==> config.mk <==
export PLATFORM = sky130hd
export DESIGN_NAME = mail_header_field_splitter_unit
export DESIGN_NICKNAME = d
export VERILOG_FILES = /design/src/mhfs_pkg.sv /design/src/mhfs_decode.sv /design/src/mhfs_emit.sv /design/src/mail_header_field_splitter_unit.sv
export SDC_FILE = /design/constraint.sdc
export NUM_CORES = 1
export LEC_CHECK = 0
export BUFFER_PORTS_ARGS = -buffer_cell sky130_fd_sc_hd__buf_2
export CORE_UTILIZATION = 40
export CTS_CLUSTER_DIAMETER = 80
export DETAILED_ROUTE_END_ITERATION = 8
export SLEW_MARGIN = 20
export SYNTH_ARGS = -nofsm -noshare
export SYNTH_HDL_FRONTEND = slang
export SYNTH_SLANG_ARGS = --single-unit
==> constraint.sdc <==
create_clock -name i_clk -period 18.9 [get_ports i_clk]
set_input_delay 0.945 -clock i_clk [delete_from_list [all_inputs] [get_ports i_clk]]
set_output_delay 0.945 -clock i_clk [all_outputs]
set_load 0.005 [all_outputs]
==> src/mhfs_pkg.sv <==
// ----------------------------------------------------------------------------
// mhfs_pkg
// Types, character codes and helpers shared by the mail header field splitter.
// ----------------------------------------------------------------------------
package mhfs_pkg;

    localparam int MaxRes = 6;
    localparam int CntW   = 3;

    localparam logic [7:0] ChCr  = 8'h0D;
    localparam logic [7:0] ChLf  = 8'h0A;
    localparam logic [7:0] ChSp  = 8'h20;
    localparam logic [7:0] ChTab = 8'h09;

    typedef enum logic [1:0] {
        KIND_FIELD_BYTE = 2'd0,
        KIND_FIELD_END  = 2'd1,
        KIND_BODY_BYTE  = 2'd2,
        KIND_MSG_END    = 2'd3
    } t_kind;

    typedef enum logic [1:0] {
        HOLD_NONE    = 2'd0,
        HOLD_CR      = 2'd1,
        HOLD_CRLF    = 2'd2,
        HOLD_CRLF_CR = 2'd3
    } t_hold;

    typedef struct packed {
        logic  in_body;
        t_hold hold;
        logic  has_bytes;
        logic  prev_cr;
    } t_state;

    localparam t_state StateReset = '{
        in_body:   1'b0,
        hold:      HOLD_NONE,
        has_bytes: 1'b0,
        prev_cr:   1'b0
    };

    typedef struct packed {
        logic [CntW-1:0]          cnt;
        logic [MaxRes-1:0][1:0]   kind;
        logic [MaxRes-1:0][7:0]   data;
    } t_res_list;

    function automatic t_res_list push(t_res_list l, t_kind k, logic [7:0] b);
        t_res_list r;
        r = l;
        if (l.cnt < CntW'(MaxRes)) begin
            r.kind[l.cnt] = k;
            r.data[l.cnt] = b;
            r.cnt         = l.cnt + CntW'(1);
        end
        return r;
    endfunction

endpackage

==> src/mhfs_decode.sv <==
// ----------------------------------------------------------------------------
// mhfs_decode
// Expands one raw byte into its list of result items and the next state.
// ----------------------------------------------------------------------------
module mhfs_decode (
    input  mhfs_pkg::t_state    i_state,
    input  logic [7:0]          i_byte,
    input  logic                i_final,
    output mhfs_pkg::t_res_list o_list,
    output mhfs_pkg::t_state    o_state
);

    always_comb begin
        mhfs_pkg::t_res_list lst;
        mhfs_pkg::t_hold     hold;
        logic                body;
        logic                hb;
        logic [7:0]          c;

        lst  = '0;
        hold = i_state.hold;
        body = i_state.in_body;
        hb   = i_state.has_bytes;
        c    = i_byte;

        if (body) begin
            if (c == mhfs_pkg::ChLf && !i_state.prev_cr) begin
                lst = mhfs_pkg::push(lst, mhfs_pkg::KIND_BODY_BYTE, mhfs_pkg::ChCr);
            end
            lst = mhfs_pkg::push(lst, mhfs_pkg::KIND_BODY_BYTE, c);
        end else begin
            case (hold)
                mhfs_pkg::HOLD_NONE: begin
                    if (c == mhfs_pkg::ChCr) begin
                        hold = mhfs_pkg::HOLD_CR;
                    end else if (c == mhfs_pkg::ChLf) begin
                        hold = mhfs_pkg::HOLD_CRLF;
                    end else begin
                        lst = mhfs_pkg::push(lst, mhfs_pkg::KIND_FIELD_BYTE, c);
                        hb  = 1'b1;
                    end
                end
                mhfs_pkg::HOLD_CR: begin
                    if (c == mhfs_pkg::ChLf) begin
                        hold = mhfs_pkg::HOLD_CRLF;
                    end else begin
                        hold = mhfs_pkg::HOLD_NONE;
                        lst  = mhfs_pkg::push(lst, mhfs_pkg::KIND_FIELD_BYTE,
                                              mhfs_pkg::ChCr);
                        hb   = 1'b1;
                        if (c == mhfs_pkg::ChCr) begin
                            hold = mhfs_pkg::HOLD_CR;
                        end else begin
                            lst = mhfs_pkg::push(lst, mhfs_pkg::KIND_FIELD_BYTE, c);
                        end
                    end
                end
                mhfs_pkg::HOLD_CRLF: begin
                    if (c == mhfs_pkg::ChCr) begin
                        hold = mhfs_pkg::HOLD_CRLF_CR;
                    end else if (c == mhfs_pkg::ChLf) begin
                        if (hb) begin
                            lst = mhfs_pkg::push(lst, mhfs_pkg::KIND_FIELD_END, 8'h00);
                        end
                        hb   = 1'b0;
                        hold = mhfs_pkg::HOLD_NONE;
                        body = 1'b1;
                    end else if (c == mhfs_pkg::ChSp || c == mhfs_pkg::ChTab) begin
                        // fold: line end stays inside the field
                        hold = mhfs_pkg::HOLD_NONE;
                        lst  = mhfs_pkg::push(lst, mhfs_pkg::KIND_FIELD_BYTE,
                                              mhfs_pkg::ChCr);
                        lst  = mhfs_pkg::push(lst, mhfs_pkg::KIND_FIELD_BYTE,
                                              mhfs_pkg::ChLf);
                        lst  = mhfs_pkg::push(lst, mhfs_pkg::KIND_FIELD_BYTE, c);
                        hb   = 1'b1;
                    end else begin
                        hold = mhfs_pkg::HOLD_NONE;
                        if (hb) begin
                            lst = mhfs_pkg::push(lst, mhfs_pkg::KIND_FIELD_END, 8'h00);
                        end
                        lst = mhfs_pkg::push(lst, mhfs_pkg::KIND_FIELD_BYTE, c);
                        hb  = 1'b1;
                    end
                end
                default: begin
                    if (hb) begin
                        lst = mhfs_pkg::push(lst, mhfs_pkg::KIND_FIELD_END, 8'h00);
                    end
                    hb   = 1'b0;
                    hold = mhfs_pkg::HOLD_NONE;
                    if (c == mhfs_pkg::ChLf) begin
                        body = 1'b1;
                    end else begin
                        lst = mhfs_pkg::push(lst, mhfs_pkg::KIND_FIELD_BYTE,
                                             mhfs_pkg::ChCr);
                        hb  = 1'b1;
                        if (c == mhfs_pkg::ChCr) begin
                            hold = mhfs_pkg::HOLD_CR;
                        end else begin
                            lst = mhfs_pkg::push(lst, mhfs_pkg::KIND_FIELD_BYTE, c);
                        end
                    end
                end
            endcase
        end

        if (i_final) begin
            if (!body) begin
                case (hold)
                    mhfs_pkg::HOLD_CR: begin
                        lst = mhfs_pkg::push(lst, mhfs_pkg::KIND_FIELD_BYTE,
                                             mhfs_pkg::ChCr);
                        hb  = 1'b1;
                    end
                    mhfs_pkg::HOLD_CRLF_CR: begin
                        if (hb) begin
                            lst = mhfs_pkg::push(lst, mhfs_pkg::KIND_FIELD_END, 8'h00);
                        end
                        lst = mhfs_pkg::push(lst, mhfs_pkg::KIND_FIELD_BYTE,
                                             mhfs_pkg::ChCr);
                        hb  = 1'b1;
                    end
                    default: begin
                    end
                endcase
                if (hb) begin
                    lst = mhfs_pkg::push(lst, mhfs_pkg::KIND_FIELD_END, 8'h00);
                end
            end
            lst     = mhfs_pkg::push(lst, mhfs_pkg::KIND_MSG_END, 8'h00);
            o_state = mhfs_pkg::StateReset;
        end else begin
            o_state.in_body   = body;
            o_state.hold      = hold;
            o_state.has_bytes = hb;
            o_state.prev_cr   = (c == mhfs_pkg::ChCr);
        end

        o_list = lst;
    end

endmodule

==> src/mhfs_emit.sv <==
// ----------------------------------------------------------------------------
// mhfs_emit
// Steps through a decoded result list, one request per cycle while the
// receiver takes them, into the output register.
// ----------------------------------------------------------------------------
module mhfs_emit (
    input  logic                i_clk,
    input  logic                i_rst_n,
    input  logic                i_item_vld,
    input  mhfs_pkg::t_res_list i_list,
    output logic                o_consume,
    output logic                o_valid,
    input  logic                i_ready,
    output logic [1:0]          o_item_kind,
    output logic [7:0]          o_out_byte,
    output logic                o_run_last
);

    logic [mhfs_pkg::CntW-1:0] r_idx;
    logic                      r_o_vld;
    logic [1:0]                r_o_kind;
    logic [7:0]                r_o_byte;
    logic                      r_o_last;

    logic free;
    logic is_last;
    logic empty;
    logic load;

    assign free      = !r_o_vld || i_ready;
    assign empty     = (i_list.cnt == '0);
    assign is_last   = (r_idx == i_list.cnt - mhfs_pkg::CntW'(1));
    assign load      = i_item_vld && !empty && free;
    assign o_consume = i_item_vld && (empty || (free && is_last));

    always_ff @(posedge i_clk) begin
        if (!i_rst_n) begin
            r_o_vld <= 1'b0;
            r_idx   <= '0;
        end else if (load) begin
            r_o_vld <= 1'b1;
            r_idx   <= is_last ? '0 : r_idx + mhfs_pkg::CntW'(1);
        end else if (i_ready) begin
            r_o_vld <= 1'b0;
        end
    end

    always_ff @(posedge i_clk) begin
        if (load) begin
            r_o_kind <= i_list.kind[r_idx];
            r_o_byte <= i_list.data[r_idx];
            r_o_last <= is_last;
        end
    end

    assign o_valid     = r_o_vld;
    assign o_item_kind = r_o_kind;
    assign o_out_byte  = r_o_byte;
    assign o_run_last  = r_o_last;

endmodule

==> src/mail_header_field_splitter_unit.sv <==
// ----------------------------------------------------------------------------
// mail_header_field_splitter_unit
// Unfolds and splits mail header fields from a raw byte stream, normalizes
// line ends and passes the body through.
//
//   channel | direction | handshake          | payload
//   --------+-----------+--------------------+-----------------------------------
//   in      | input     | i_valid / o_ready  | i_raw_byte, i_final_byte
//   out     | output    | o_valid / i_ready  | o_item_kind, o_out_byte, o_run_last
//
// One byte per cycle while each byte gives at most one request and the receiver
// does not stall; a byte with N results holds the input register until all N
// are emitted (N at most 5). A byte passes the input register, the decode and the output register.
// Input register and output register part the two sides; the emit step
// sets the rate. Synchronous active-low reset clears all parsing state.
// ----------------------------------------------------------------------------
module mail_header_field_splitter_unit (
    input  logic       i_clk,
    input  logic       i_rst_n,
    input  logic       i_valid,
    output logic       o_ready,
    input  logic [7:0] i_raw_byte,
    input  logic       i_final_byte,
    output logic       o_valid,
    input  logic       i_ready,
    output logic [1:0] o_item_kind,
    output logic [7:0] o_out_byte,
    output logic       o_run_last
);

    logic                r_in_vld;
    logic [7:0]          r_in_byte;
    logic                r_in_final;
    mhfs_pkg::t_state    r_state;
    mhfs_pkg::t_state    n_state;
    mhfs_pkg::t_res_list list;
    logic                consume;

    assign o_ready = !r_in_vld || consume;

    always_ff @(posedge i_clk) begin
        if (!i_rst_n) begin
            r_in_vld <= 1'b0;
            r_state  <= mhfs_pkg::StateReset;
        end else begin
            if (consume) begin
                r_state <= n_state;
            end
            if (i_valid && o_ready) begin
                r_in_vld <= 1'b1;
            end else if (consume) begin
                r_in_vld <= 1'b0;
            end
        end
    end

    always_ff @(posedge i_clk) begin
        if (i_valid && o_ready) begin
            r_in_byte  <= i_raw_byte;
            r_in_final <= i_final_byte;
        end
    end

    mhfs_decode u_decode (
        .i_state (r_state),
        .i_byte  (r_in_byte),
        .i_final (r_in_final),
        .o_list  (list),
        .o_state (n_state)
    );

    mhfs_emit u_emit (
        .i_clk       (i_clk),
        .i_rst_n     (i_rst_n),
        .i_item_vld  (r_in_vld),
        .i_list      (list),
        .o_consume   (consume),
        .o_valid     (o_valid),
        .i_ready     (i_ready),
        .o_item_kind (o_item_kind),
        .o_out_byte  (o_out_byte),
        .o_run_last  (o_run_last)
    );

endmodule

* Yosys cells after proc, flatten, opt, wreduce, memory -nomap -nowiden
Index checks and enable logic that the tools add are counted.
W data, S select, Z words.
** Storage, ports and cells
- Logic and storage cells :: 300
- Input bits :: 13
- Output and inout port bits :: 13
- Register bits :: 30
** Cells by class
- Equal/unequal tests :: 9
- Bitwise operators :: 44
- Add/subtract/negate cells :: 13
- Magnitude comparators :: 34
- Reduce and logical (&&, ||, !) cells :: 32
- Mux-type cells :: 156
** Operators with widths (count)
- $mux W63 :: 47
- $demux W8 S3 :: 11
- $bwmux W48 :: 5
- $pmux W63 S3 :: 1
- $mux W61 :: 3
- $mux W8 :: 20
- $and A48 B48 Y48 :: 3
- $not A48 Y48 :: 3
- $pmux W63 S2 :: 1
- $not A12 Y12 :: 8
- $and A30 B30 Y30 :: 3
- $not A30 Y30 :: 3
- $and A12 B12 Y12 :: 6
- $demux W2 S3 :: 11
- $or A18 B18 Y18 :: 3
- $mux W2 :: 26
- $lt A3 B4 Y1 const B :: 12
- $add A3 B1 Y3 const B :: 12
- $and A6 B36 Y36 :: 1
- $not A36 Y36 :: 1
- $ge A3 B1 Y1 const B :: 11
- $lt A3 B3 Y1 const B :: 11
- $mux W3 :: 9
- $and A2 B12 Y12 :: 2
- other kinds (26) :: 75

* Depth between registers and ports, before layout
- Depth after elaboration :: 78
- Gate-level depth with buffers :: 33
- Mapped depth without buffers :: 31

* Cells and area by module
Synthesis repeated with hierarchy kept, for this count alone.
** Second synthesis, totals
- Cells, all modules :: 457
- Area, all modules :: 3712.3 um^2
** By module, submodules not included
- mhfs_decode :: sequential area each 0.0 um^2, area each 2114.5 um^2, instances 1, cells an instance 336
- mhfs_emit :: sequential area each 410.4 um^2, area each 1077.3 um^2, instances 1, cells an instance 91
- mail_header_field_splitter_unit :: sequential area each 390.4 um^2, area each 520.5 um^2, instances 1, cells an instance 30

* Worst setup path before layout
Ideal clock, no wire load.
- Path kind :: flip-flop to output port
- Start point :: register r_in_byte[0]
- End point :: output o_ready
- Slack :: 11420 ps
- Stages on the path, launching flop included :: 30
- Required time :: 17955 ps
- Buffers on the path :: 2
- Arrival :: 6535 ps
- Cell sequence :: edfxtp_1 buf_2 or4b_1 a211oi_1 a311oi_1 a2111oi_4 nor2_1 buf_4 ha_1 inv_1 o21ai_0 ha_1 nor3_1 a211oi_2 nand2_2 inv_4 ha_1 or2_2 o211ai_1 nand3_2 or4_1 o2111ai_2 nor2_1 ha_1 ha_1 xor2_1 nand2_1 nor3_1 o21a_1 or3_4
** Between the ends
- Word-level cells in the longest chain between the ends :: 32
- Elaborated cells between the ends (all ways) :: 77
- Those cells by class :: add/sub: 6; order compare: 5; eq/ne: 7; mux: 51; reduce/logical: 8
** Ends and longest elaborated chain
- from (decl) :: line mail_header_field_splitter_unit.sv:32 : logic [7:0] r_in_byte;
- from (signal assigned) :: line mail_header_field_splitter_unit.sv:59 : r_in_byte <= i_raw_byte;
- $eq A8 B4 Y1 (tied with other cells)
- $logic_and A1 B1 Y1 / $logic_or A1 B1 Y1 (equally long branches) :: line mhfs_decode.sv:27, mhfs_decode.sv:68
- $mux W61 / $mux W63 (equally long branches) :: line mhfs_decode.sv:27, mhfs_decode.sv:68
- $mux W63 (on tied branches) :: line mhfs_decode.sv:26, mhfs_decode.sv:61
- $add A3 B1 Y3 (tied with other cells) :: line mhfs_pkg.sv:55 : r.cnt = l.cnt + CntW'(1);
- $mux W63 / $pmux W63 S3 (equally long branches) :: line mhfs_pkg.sv:52, mhfs_decode.sv:32
- $mux W63 :: line mhfs_decode.sv:26 : if (body) begin
- $add A3 B1 Y3 / $lt A3 B3 Y1 (equally long branches) :: line mhfs_pkg.sv:55, mhfs_pkg.sv:52
- [... 16 more ...]
- $mux W63 :: line mhfs_pkg.sv:52 : if (l.cnt < CntW'(MaxRes)) begin
- $mux W63 * :: line mhfs_decode.sv:108 : if (i_final) begin
- $sub A3 B1 Y3 :: line mhfs_emit.sv:32 : assign is_last = (r_idx == i_list.cnt - mhfs_pkg::CntW'(1));
- $eq A3 B3 Y1 :: line mhfs_emit.sv:32
- $logic_and A1 B1 Y1 :: line mhfs_emit.sv:34 : assign o_consume = i_item_vld && (empty || (free && is_last));
- $logic_or A1 B1 Y1 * :: line mhfs_emit.sv:34
- $logic_and A1 B1 Y1 * :: line mhfs_emit.sv:34
- $logic_or A1 B1 Y1 * :: line mail_header_field_splitter_unit.sv:39 : assign o_ready = !r_in_vld || consume;
- to (decl) :: line mail_header_field_splitter_unit.sv:21 : output logic o_ready,
Every way passes the cells marked *; elsewhere a longest branch is shown, timed or not. The select of a mux whose other input is x is not followed.

* Worst setup path after layout
- Start point :: register r_in_byte[2]
- End point :: output o_ready
Same word-level chain as after synthesis.

==> impl_metrics.ini <==
[power]
peakVddDrop_v = 0.0000391
p_int_uw = 114
seqPwrFrac_pct = 48.9
switching_share_pct = 31.6
p_clk_share_pct = 29.9
p_sw_uw = 52.8
comb_power_share_pct = 21.2
power.density_mw_per_mm2 = 41.3
p_leak_nw = 1.43

[clocking]
cts-htree-levels = 2
clock_sinks = 30
root_buffer = clkbuf_8
cts_repair_resize_count = 0
post_cts_buffers = 0
cts_hold_buf = 0
cts_made_buffers = 5
clock_latency_ns = 0.29
path_clk_slew_ns = 0.07
clock_tree.buffer_depth = 2
cts_tree = yes

[outcome]
status = complete, no violations

[global_route]
grt_pass1_wl_mm = 21.5
grt.overflow.total = 0
grt_start_max_net_pins = 37
grt_pass1_vias = 3865
grt_usage_pct = 28.0
antenna_found_initial = 0

[worst_setup_path]
worstPathRequired_ns = 17.95
cp-end-kind = primary output
critPathMaxStageDelay_ns = 0.68
path_common_cell = ha_1
cp_slowest_cell = a211oi_1
worst-r2r-setup-slack_ns = 10.11
cp-start-kind = register
worstPathArrival_ns = 8.22
critPathKind = reg -> out
crit_fanout = 12

[placement]
dp_hpwl_mm = 10.0
io_buffers = 25
place_congestion = 0.988

[floorplan]
fp-row-count = 35
fp.dieH_microns = 99.1
core-area_sq_mm = 0.00920
initial_core_util_pct = 41.0
io_pins = 26
die_w_microns = 99.1
fp.dieArea_sq_mm = 0.00983

[sta]
finalMaxSlewViolations = 0
fin_crit_ns = 9.16
max_slew_margin_pct = 33.0
finalClockSkew_ns = 0.00700
rsz0062_at_grt = false
worst_slew_pin_slew_ns = 0.992
final-hold-violation-count = 0
max_freq_ghz = 0.109
finalCritPeriodShare_pct = 48.5
setup_viol = 0
fin_setup_tns_ns = 0

[synthesis]
syn_area_sq_mm = 0.00377
synth.distinct_cells = 97
ys_seq_area_share_pct = 21.2
avgSynthCellArea_sq_um = 7.82
synth_edf_count = 20
synth_cells = 483
ys_ff_latch = 30
yosysTopAreaCell = edfxtp_1
synth.top_cells.by_count = nand2_1, a21oi_1, nor2_1
ys_warn_count = 0
syn_nets = 507
yosysMostFrequentCell = nand2_1
synth_top_flop_cell = edfxtp_1
synth_top_area_share_pct = 15.9
synthTopCellsByArea = edfxtp_1, dfxtp_1, nand2_1
async_flop_share_pct = 0

[route]
ant_nets = 0
dr.pass1.iters = 8
wl_per_cell_microns = 22.1
viasPerCell = 7.03
dr.first_iter.drc_count = 582
vias = 4258
wl_mm = 13.4
remaining_drc_errors = 0

[cells_and_area]
diodes = 0
fin_nets = 518
area_growth_pct = 7.23
final_util_pct = 44.0
drive_above_1_share_pct = 16.6

[flow_run]
drv_cap = 0

[min_path]
min_path_type = reg -> reg
power by group through the flow:
stage               registers (mW)  logic (mW)  clock network, mW
finish                      0.0818      0.0354             0.0499
global route                0.0824      0.0390             0.0546
CTS                         0.0816      0.0349             0.0509
detailed placement          0.0830      0.0347                  0
global placement            0.0828      0.0347                  0
floorplan                   0.0788      0.0273                  0
cells in the final DEF (no fill, tap or decap), drive strengths merged, types with 10 or more instances in the layout:
cell type  count
edfxtp        20
a21oi         37
o311ai        10
nand3         25
nor2          33
nor3          20
o21ai         29
buf           33
o211ai        10
a31oi         10
ha            11
nand2         52
inv           18
dfxtp         10
metal layers:
layer / up-vias / track usage [%] / share of wire [%]
met5: - / 0 / 0
met4: 0 / 10.3 / 3.5
met3: 49 / 4.15 / 9.2
met2: 288 / 42.0 / 44
met1: 1992 / 40.6 / 44
li1: 1929 / - / -
kinds of logic after synthesis:
logic type / share of synthesized area (%)
AND/OR/NAND/NOR: 27.2
adder cells (fa/ha/maj): 3.65
buffers and inverters: 5.77
XOR/XNOR: 2.09
AO/OA/AOI/OAI: 38.7
multiplexers: 1.36
flip-flops: 21.2
worst max-delay path, delay by kind of cell (launching register included):
family / cells / cell delay (ns)
AO/OA/AOI/OAI: 9 / 2.47
buffers and inverters: 5 / 0.77
XOR/XNOR: 2 / 0.39
flip-flops: 1 / 0.60
adder cells (fa/ha/maj): 6 / 1.50
AND/OR/NAND/NOR: 9 / 2.18
state kept, by name, summed over array words and instances (netlist names):
signal,count
u_emit.o_item_kind,2
u_emit.r_idx,3
r_in_final,1
r_in_vld,1
u_emit.o_out_byte,8
u_emit.o_run_last,1
u_emit.o_valid,1
r_in_byte,8
r_state,5
worst paths after layout:
| kind | start | to | cells after the start |
|---|---|---|---|
| max reg2reg | r_in_byte[2]$_DFFE_PP_ | r_in_byte[5]$_DFFE_PP_ | 30 |
| min | u_emit.o_valid$_SDFFE_PN0P_ | u_emit.o_valid$_SDFFE_PN0P_ | 2 |
| min reg2reg | u_emit.o_valid$_SDFFE_PN0P_ | u_emit.o_valid$_SDFFE_PN0P_ | 2 |
| max | r_in_byte[2]$_DFFE_PP_ | o_ready | 31 |
through the flow:
| stage | total power [mW] | instance area (sq um) | setup WS, ns | hold WS, ns | cells |
|---|---|---|---|---|---|
| floorplan | 0.106 | 3770 | 11.42 | 0.510 | 483 |
| global placement | 0.117 | 3970 | 10.36 | 0.553 | 598 |
| detailed placement | 0.118 | 3970 | 10.18 | 0.548 | 598 |
| CTS | 0.167 | 4050 | 9.83 | 0.556 | 606 |
| global route | 0.176 | 4050 | 9.19 | 0.612 | 606 |
| finish | 0.167 | 4050 | 9.74 | 0.551 | 606 |
area by class of cell:
cell class              count  area, sq um
fillers                   927         5150
multi-input cells         402         2760
flip-flops and latches     30          801
repair buffers             33          185
well taps                 111          139
inverters                  22         85.1
clock buffers               6         72.6
clock inverters             2         8.76
Power figures use the tool's default switching activity.
